==> src/tactile_baseline_contact_detector_unit_defines.svh <==
// assertion macros for the tactile detector back end rtl
// no dependencies; included by modules that carry checks
`ifndef TACTILE_BASELINE_CONTACT_DETECTOR_UNIT_DEFINES_SVH
`define TACTILE_BASELINE_CONTACT_DETECTOR_UNIT_DEFINES_SVH

// same-cycle implication under active-low reset
`define TBCD_ASSERT_IMPL(lbl, clk, rst_n, ante, cons) \
    lbl: assert property (@(posedge clk) disable iff (!rst_n) (ante) |-> (cons)) \
        else $error("tbcd check failed");

// next-cycle implication under active-low reset
`define TBCD_ASSERT_NEXT(lbl, clk, rst_n, ante, cons) \
    lbl: assert property (@(posedge clk) disable iff (!rst_n) (ante) |=> (cons)) \
        else $error("tbcd check failed");

`endif

==> src/tbcd_pkg.sv <==
// types, constants and saturation helpers for the tactile detector
// no dependencies; used by every module of the block except tbcd_div
`timescale 1ns / 1ps

package tbcd_pkg;

    localparam int FINGERS_DEF          = 3;
    localparam int ELECTRODES_USED_DEF  = 19;
    localparam int ELECTRODE_SLOTS_DEF  = 24;
    localparam int WORDS_PER_FINGER_DEF = 54;
    localparam int QUEUE_DEPTH          = 4;

    localparam int FW  = 2;
    localparam int SW  = 6;
    localparam int VW  = 12;
    localparam int KW  = 5;
    localparam int GW  = 17;
    localparam int DTW = 16;
    localparam int CFW = 10;
    localparam int FCW = 11;
    localparam int LW  = 32;
    localparam int TW  = 24;
    localparam int CIW = 2;
    localparam int CDW = 17;
    localparam int SQW = 29;

    localparam logic [CIW-1:0] CFG_FILTER_GAIN  = 2'd0;
    localparam logic [CIW-1:0] CFG_INV_DT       = 2'd1;
    localparam logic [CIW-1:0] CFG_CALIB_FRAMES = 2'd2;

    localparam logic [GW-1:0]  GAIN_RST   = 17'd6554;
    localparam logic [DTW-1:0] INVDT_RST  = 16'd100;
    localparam logic [CFW-1:0] CALIB_RST  = 10'd100;
    localparam logic [GW-1:0]  GAIN_ONE   = 17'd65536;
    localparam logic [GW-1:0]  GAIN_RATE  = 17'd13107;
    localparam logic [GW-1:0]  GAIN_TRACK = 17'd6554;

    localparam logic signed [32:0] NEAR_LIMIT = 33'sd81920;
    localparam logic signed [32:0] RATE_LIMIT = 33'sd307200;
    localparam logic signed [32:0] ONE_Q12    = 33'sd4096;
    localparam logic [SQW-1:0]     ONE_SQ     = 29'd16777216;

    typedef enum logic [1:0] {
        K_ELEC,
        K_PRES,
        K_TEMP
    } t_kind;

    typedef struct packed {
        t_kind           kind;
        logic [FW-1:0]   f;
        logic [KW-1:0]   e;
        logic [VW-1:0]   v;
    } t_cmd;

    typedef struct packed {
        logic [GW-1:0]  gain;
        logic [DTW-1:0] inv_dt;
        logic [CFW-1:0] calib;
    } t_cfg;

    typedef enum logic [4:0] {
        ST_IDLE,
        ST_EC_RD,
        ST_EC_WR,
        ST_P_RMUL,
        ST_P_FMUL,
        ST_P_RADD,
        ST_P_BMUL,
        ST_P_BADD,
        ST_P_ERD,
        ST_P_EMUL,
        ST_P_EADD,
        ST_P_FMUL2,
        ST_P_FADD,
        ST_T_CAL,
        ST_AV_RD,
        ST_AV_GO,
        ST_AV_WAIT,
        ST_T_MUL,
        ST_T_ADD,
        ST_E_RD,
        ST_E_MUL,
        ST_E_ADD,
        ST_E_SQ,
        ST_E_DONE,
        ST_O_RD,
        ST_O_LOAD,
        ST_O_WAIT
    } t_state;

    function automatic logic signed [31:0] sat32(input logic signed [63:0] v);
        logic signed [31:0] r;
        if (v > 64'sd2147483647) begin
            r = 32'sh7FFFFFFF;
        end else if (v < -64'sd2147483648) begin
            r = 32'sh80000000;
        end else begin
            r = v[31:0];
        end
        return r;
    endfunction

    function automatic logic signed [31:0] sat_add(input logic signed [31:0] a,
                                                   input logic [VW-1:0] val);
        logic signed [63:0] s;
        s = 64'(a) + $signed({52'd0, val});
        return sat32(s);
    endfunction

endpackage

==> src/tbcd_queue.sv <==
// short command queue between front and back end
// depends on tbcd_pkg
`timescale 1ns / 1ps

module tbcd_queue (
    input  logic           i_clk,
    input  logic           i_rst_n,
    input  logic           i_push,
    input  tbcd_pkg::t_cmd i_data,
    output logic           o_full,
    input  logic           i_pop,
    output logic           o_empty,
    output tbcd_pkg::t_cmd o_data
);

    localparam int DEPTH = tbcd_pkg::QUEUE_DEPTH;
    localparam int PW    = $clog2(DEPTH);
    localparam int CW    = $clog2(DEPTH + 1);

    tbcd_pkg::t_cmd r_mem [DEPTH];
    logic [PW-1:0]  r_wp;
    logic [PW-1:0]  r_rp;
    logic [CW-1:0]  r_cnt;

    assign o_full  = r_cnt == CW'(DEPTH);
    assign o_empty = r_cnt == '0;
    assign o_data  = r_mem[r_rp];

    always_ff @(posedge i_clk) begin
        if (i_push) begin
            r_mem[r_wp] <= i_data;
        end
    end

    always_ff @(posedge i_clk) begin
        if (!i_rst_n) begin
            r_wp  <= '0;
            r_rp  <= '0;
            r_cnt <= '0;
        end else begin
            if (i_push) begin
                r_wp <= (r_wp == PW'(DEPTH - 1)) ? '0 : r_wp + 1'b1;
            end
            if (i_pop) begin
                r_rp <= (r_rp == PW'(DEPTH - 1)) ? '0 : r_rp + 1'b1;
            end
            if (i_push && !i_pop) begin
                r_cnt <= r_cnt + 1'b1;
            end else if (i_pop && !i_push) begin
                r_cnt <= r_cnt - 1'b1;
            end
        end
    end

endmodule

==> config.mk <==
export PLATFORM = sky130hd
export DESIGN_NAME = tbcd_queue
export DESIGN_NICKNAME = d
export VERILOG_FILES = /design/src/tactile_baseline_contact_detector_unit_defines.svh /design/src/tbcd_pkg.sv /design/src/tbcd_queue.sv
export SDC_FILE = /design/constraint.sdc
export NUM_CORES = 1
export LEC_CHECK = 0
export BUFFER_PORTS_ARGS = -buffer_cell sky130_fd_sc_hd__buf_2
export CORE_ASPECT_RATIO = 2
export CORE_UTILIZATION = 30
export CTS_CLUSTER_DIAMETER = 40
export CTS_CLUSTER_SIZE = 12
export DETAILED_ROUTE_END_ITERATION = 16
export PLACE_DENSITY_LB_ADDON = 0.25
export SLEW_MARGIN = 20
export SYNTH_ARGS = -nofsm -noshare
export SYNTH_HDL_FRONTEND = slang
export SYNTH_SLANG_ARGS = --single-unit
==> constraint.sdc <==
create_clock -name i_clk -period 1.6 [get_ports i_clk]
set_input_delay 0.16 -clock i_clk [delete_from_list [all_inputs] [get_ports i_clk]]
set_output_delay 0.16 -clock i_clk [all_outputs]
set_load 0.02 [all_outputs]
### Word level (Yosys, flattened, before mapping)

Memories as Yosys holds them, arrays and structs flattened. A register that Yosys moved wholly into a read port is not among the register bits.
Index checks and enable logic that the tools add are counted.

* memories: 1
* register bits after elaboration: 7
* output and inout port bits: 23
* latch bits: 0
* ROM bits: 0
* RAM bits: 84

Memory list
* r_mem: words 4, width 21, read ports 1, clocked after Yosys merged registers in 1, write ports 1, line tbcd_queue.sv:20 `tbcd_pkg::t_cmd r_mem [DEPTH];`

* mux-type cells: 8
* shift operators: 0
* $lt $le $gt $ge: 0
* equal/unequal tests: 3
* bitwise operators: 0
* divide/modulo/power cells: 0
* $mul: 0
* reductions and logical operators: 6
* add/subtract/negate cells: 4

Operator list (count)
* 2-bit two-way mux: 4
* 3-bit two-way mux: 2
* 2-bit by 1-bit adder with 2-bit output, second input constant: 2
* 2-bit equality test, second input constant: 2
* 3-bit by 1-bit adder with 3-bit output, second input constant: 1
* 3-bit equality test, second input constant: 1
* 3-bit zero test: 1
* 3-bit by 1-bit subtractor with 3-bit output, second input constant: 1
* 1-bit logical AND: 2
* 1-bit zero test: 2
* 1-bit two-way mux: 2
* 2-bit nonzero test: 1

### Logic depth before layout (Yosys ltp)

* depth in word-level cells: 4
* depth in mapped cells: 7
* gate-level depth less buffers: 7

### Least setup slack after synthesis

Ideal clock, no wire load.

* path type: register to register
* start point: register r_wp[0]
* end point: memory r_mem[3][0] (netlist name) (enable)
* path buffers: 0
* cell stages (with the launch flop): 3
* setup time: 0.379 ns
* clock period less this slack: 1.475 ns
* data arrival time: 1.095 ns
* setup slack: 0.125 ns
* cell sequence: dfxtp_1 > ha_1 > and2_1

RTL lines
* from (decl): line tbcd_queue.sv:21 `logic [PW-1:0] r_wp;`
* from (signal assigned): line tbcd_queue.sv:42 `r_wp <= (r_wp == PW'(DEPTH - 1)) ? '0 : r_wp + 1'b1;`
* to (decl): line tbcd_queue.sv:20

Straight into the memory's write port.

==> results.ini <==
[floorplanning]
coreArea_mm2 = 0.0113
fp.dieW_um = 78.3
num_io_pins = 48
fp-row-count = 55
dieArea_mm2 = 0.0121
initial_core_util_pct = 30.9
die-height_um = 155

[power_and_ir_drop]
vdd_drop_max_v = 0.000479
powerDensity_mw_per_mm2 = 1250
p_leak_nw = 1.56
power_w = 0.00561

[drt]
ant_nets = 0
drt_pass1_iterations = 4
drt-initial-drc-count = 80
drt_wl_total_mm = 6.09
drc = 0
via_per_inst = 4.50
wire_per_inst_um = 16.7
vias = 1643

[timing]
tightest_slew_ps = 341
finalHoldViolCount = 0
finalWorstSetupSlack_ps = -167
rsz0062_at_grt = true
final.setup.tns_ps = -3070
setup_viol = 21
maxSlewHeadroom_pct = 77.3
whs_ps = 33.5
fin_crit_ps = 1770
post-route-period-util_pct = 110
fmax_mhz = 566
clock_skew_ps = 7.58
slew_violations = 0

[critical_path]
critPathMaxFanout = 6
start_kind = register
critPathKind = reg2out
endpoint_kind = output pin
crit_arrival_ps = 1610
cp.required_ps = 1440

[finish]
drive_gt1_share_pct = 43.0
num_antenna_cells = 0
stdcell_area_mm2 = 0.00449
regArea_mm2 = 0.00271
nets = 251
syn_to_final_growth_pct = 28.5
multi_input_area_um2 = 736
nFillCells = 1046
final_common_cell = edfxtp_1
instances_no_fill = 365
final_cell_mix = edfxtp_1, buf_2, mux4_2, buf_6, clkbuf_16

[grt]
grt_max_degree = 22
grt_pass1_vias = 1739
antenna_found_initial = 0
gr-usage-all-layers_pct = 10.9
grt_pass1_wl_mm = 9.29
gr-total-overflow = 0

[synthesis]
ys_seq_area_share_pct = 77.4
ys_warn_count = 0
ys_top_cells_by_area = edfxtp_1, mux4_2, dfxtp_1
synthArstFlopShare_pct = 0
synth-main-ff-cell = edfxtp_1
synth_nets = 185
netlist_instances = 153
yosys.area.top_type = edfxtp_1
synth_edf_count = 84
synth.avg_cell_area_um2 = 22.8
synthesis.area_mm2 = 0.00349
ys_types = 21
yosysTopAreaCellShare_pct = 72.3
ys_ff_latch = 93

[job]
drv_cap = 0

[run_status]
violations = negative setup slack
status = finished with violations

[clock_network]
cts_tree = done
clock_latency_ps = 340
cts_num_sinks = 93
htreeDepth = 3
cts-hold-fix-buffers = 0
cts_root_buffer = clkbuf_16
clk_pin_slew_ps = 70
clk_path_buf_depth = 2
cts_buffers = 9

[place]
io_buffers = 47
gp_congestion = 0.608
placed_area_mm2 = 0.00401
hpwl_mm = 3.92
dp.cells = 348

[worst_hold_path]
hp-class = in2reg

## registers in the layout (all words and copies together) (netlist names), named ones only
signal and count:
r_cnt 3, r_mem 84, r_rp 2, r_wp 2
## power by group
| group | leakage, nW | switching (W) | internal, W |
|---|---|---|---|
| logic | 0.570 | 0.000343 | 0.000362 |
| registers | 0.846 | 0.0000505 | 0.00277 |
| clock network | 0.139 | 0.000867 | 0.00121 |
## stage by stage
step,worst slack [ps],util [%]
4_1_cts,-187,38.2
2_1_floorplan,125,-
3_3_place_gp,22.9,35.5
5_1_grt,-213,39.7
3_5_place_dp,-24.1,35.5
6_report,-167,39.7
## timing repair
item	CTS	global route
setup buffers	0	0
resized for setup	3	41
cloned	0	2
endpoints found under the setup margin	21	21
## cells in the mapped netlist, types with 2 or more instances
master     n
edfxtp_1  84
buf_2      2
nor3_1     2
inv_1      4
nor2b_1    5
mux4_2    20
and2_1     5
mux2i_1    4
dfxtp_1    9
ha_1       6
buf_6      2
## path summary, 6_finish.rpt
path	start	endpoint	slack, ps	cells after the start
setup reg to reg	r_cnt[0]	r_cnt[2]	100	4
hold / removal	i_data[8]	r_mem[3][8]	30	1
hold reg to reg	r_cnt[2]	r_cnt[2]	520	2
setup / recovery	register	o_data[10]	-170	3
## worst max-delay path, stage by stage, from the launching register on
cell and delay (ps):
dfxtp_4 430, buf_12 150, mux4_2 540, buf_6 150
## cells by family (layout without fill, tap and decap cells)
logic type               Yosys count  after routing  synth area share (%)
AO/OA/AOI/OAI                      3              3                 0.574
XOR/XNOR                           2              2                 0.502
adder cells (fa/ha/maj)            7              7                  2.72
buffers and inverters              8             78                  1.36
flip-flops                        93             93                  77.4
multiplexers                      25             25                  14.8
AND/OR/NAND/NOR                   15             15                  2.58
## per-layer routing
metal	GRT usage, %	share of wire (%)
met5	0	0
met3	2.71	2.8
met4	5.91	2.7
met2	19.8	57
met1	11.2	38
## area by class of cell
type | instances | area share, %
multi-input cells | 52 | 16.4
clock inverters | 6 | 1.59
repair buffers | 59 | 12.4
flip-flops and latches | 93 | 60.3
clock buffers | 9 | 5.02
well taps | 142 | 3.96
inverters | 4 | 0.335
Note: power is estimated with default switching activity, not from simulation.
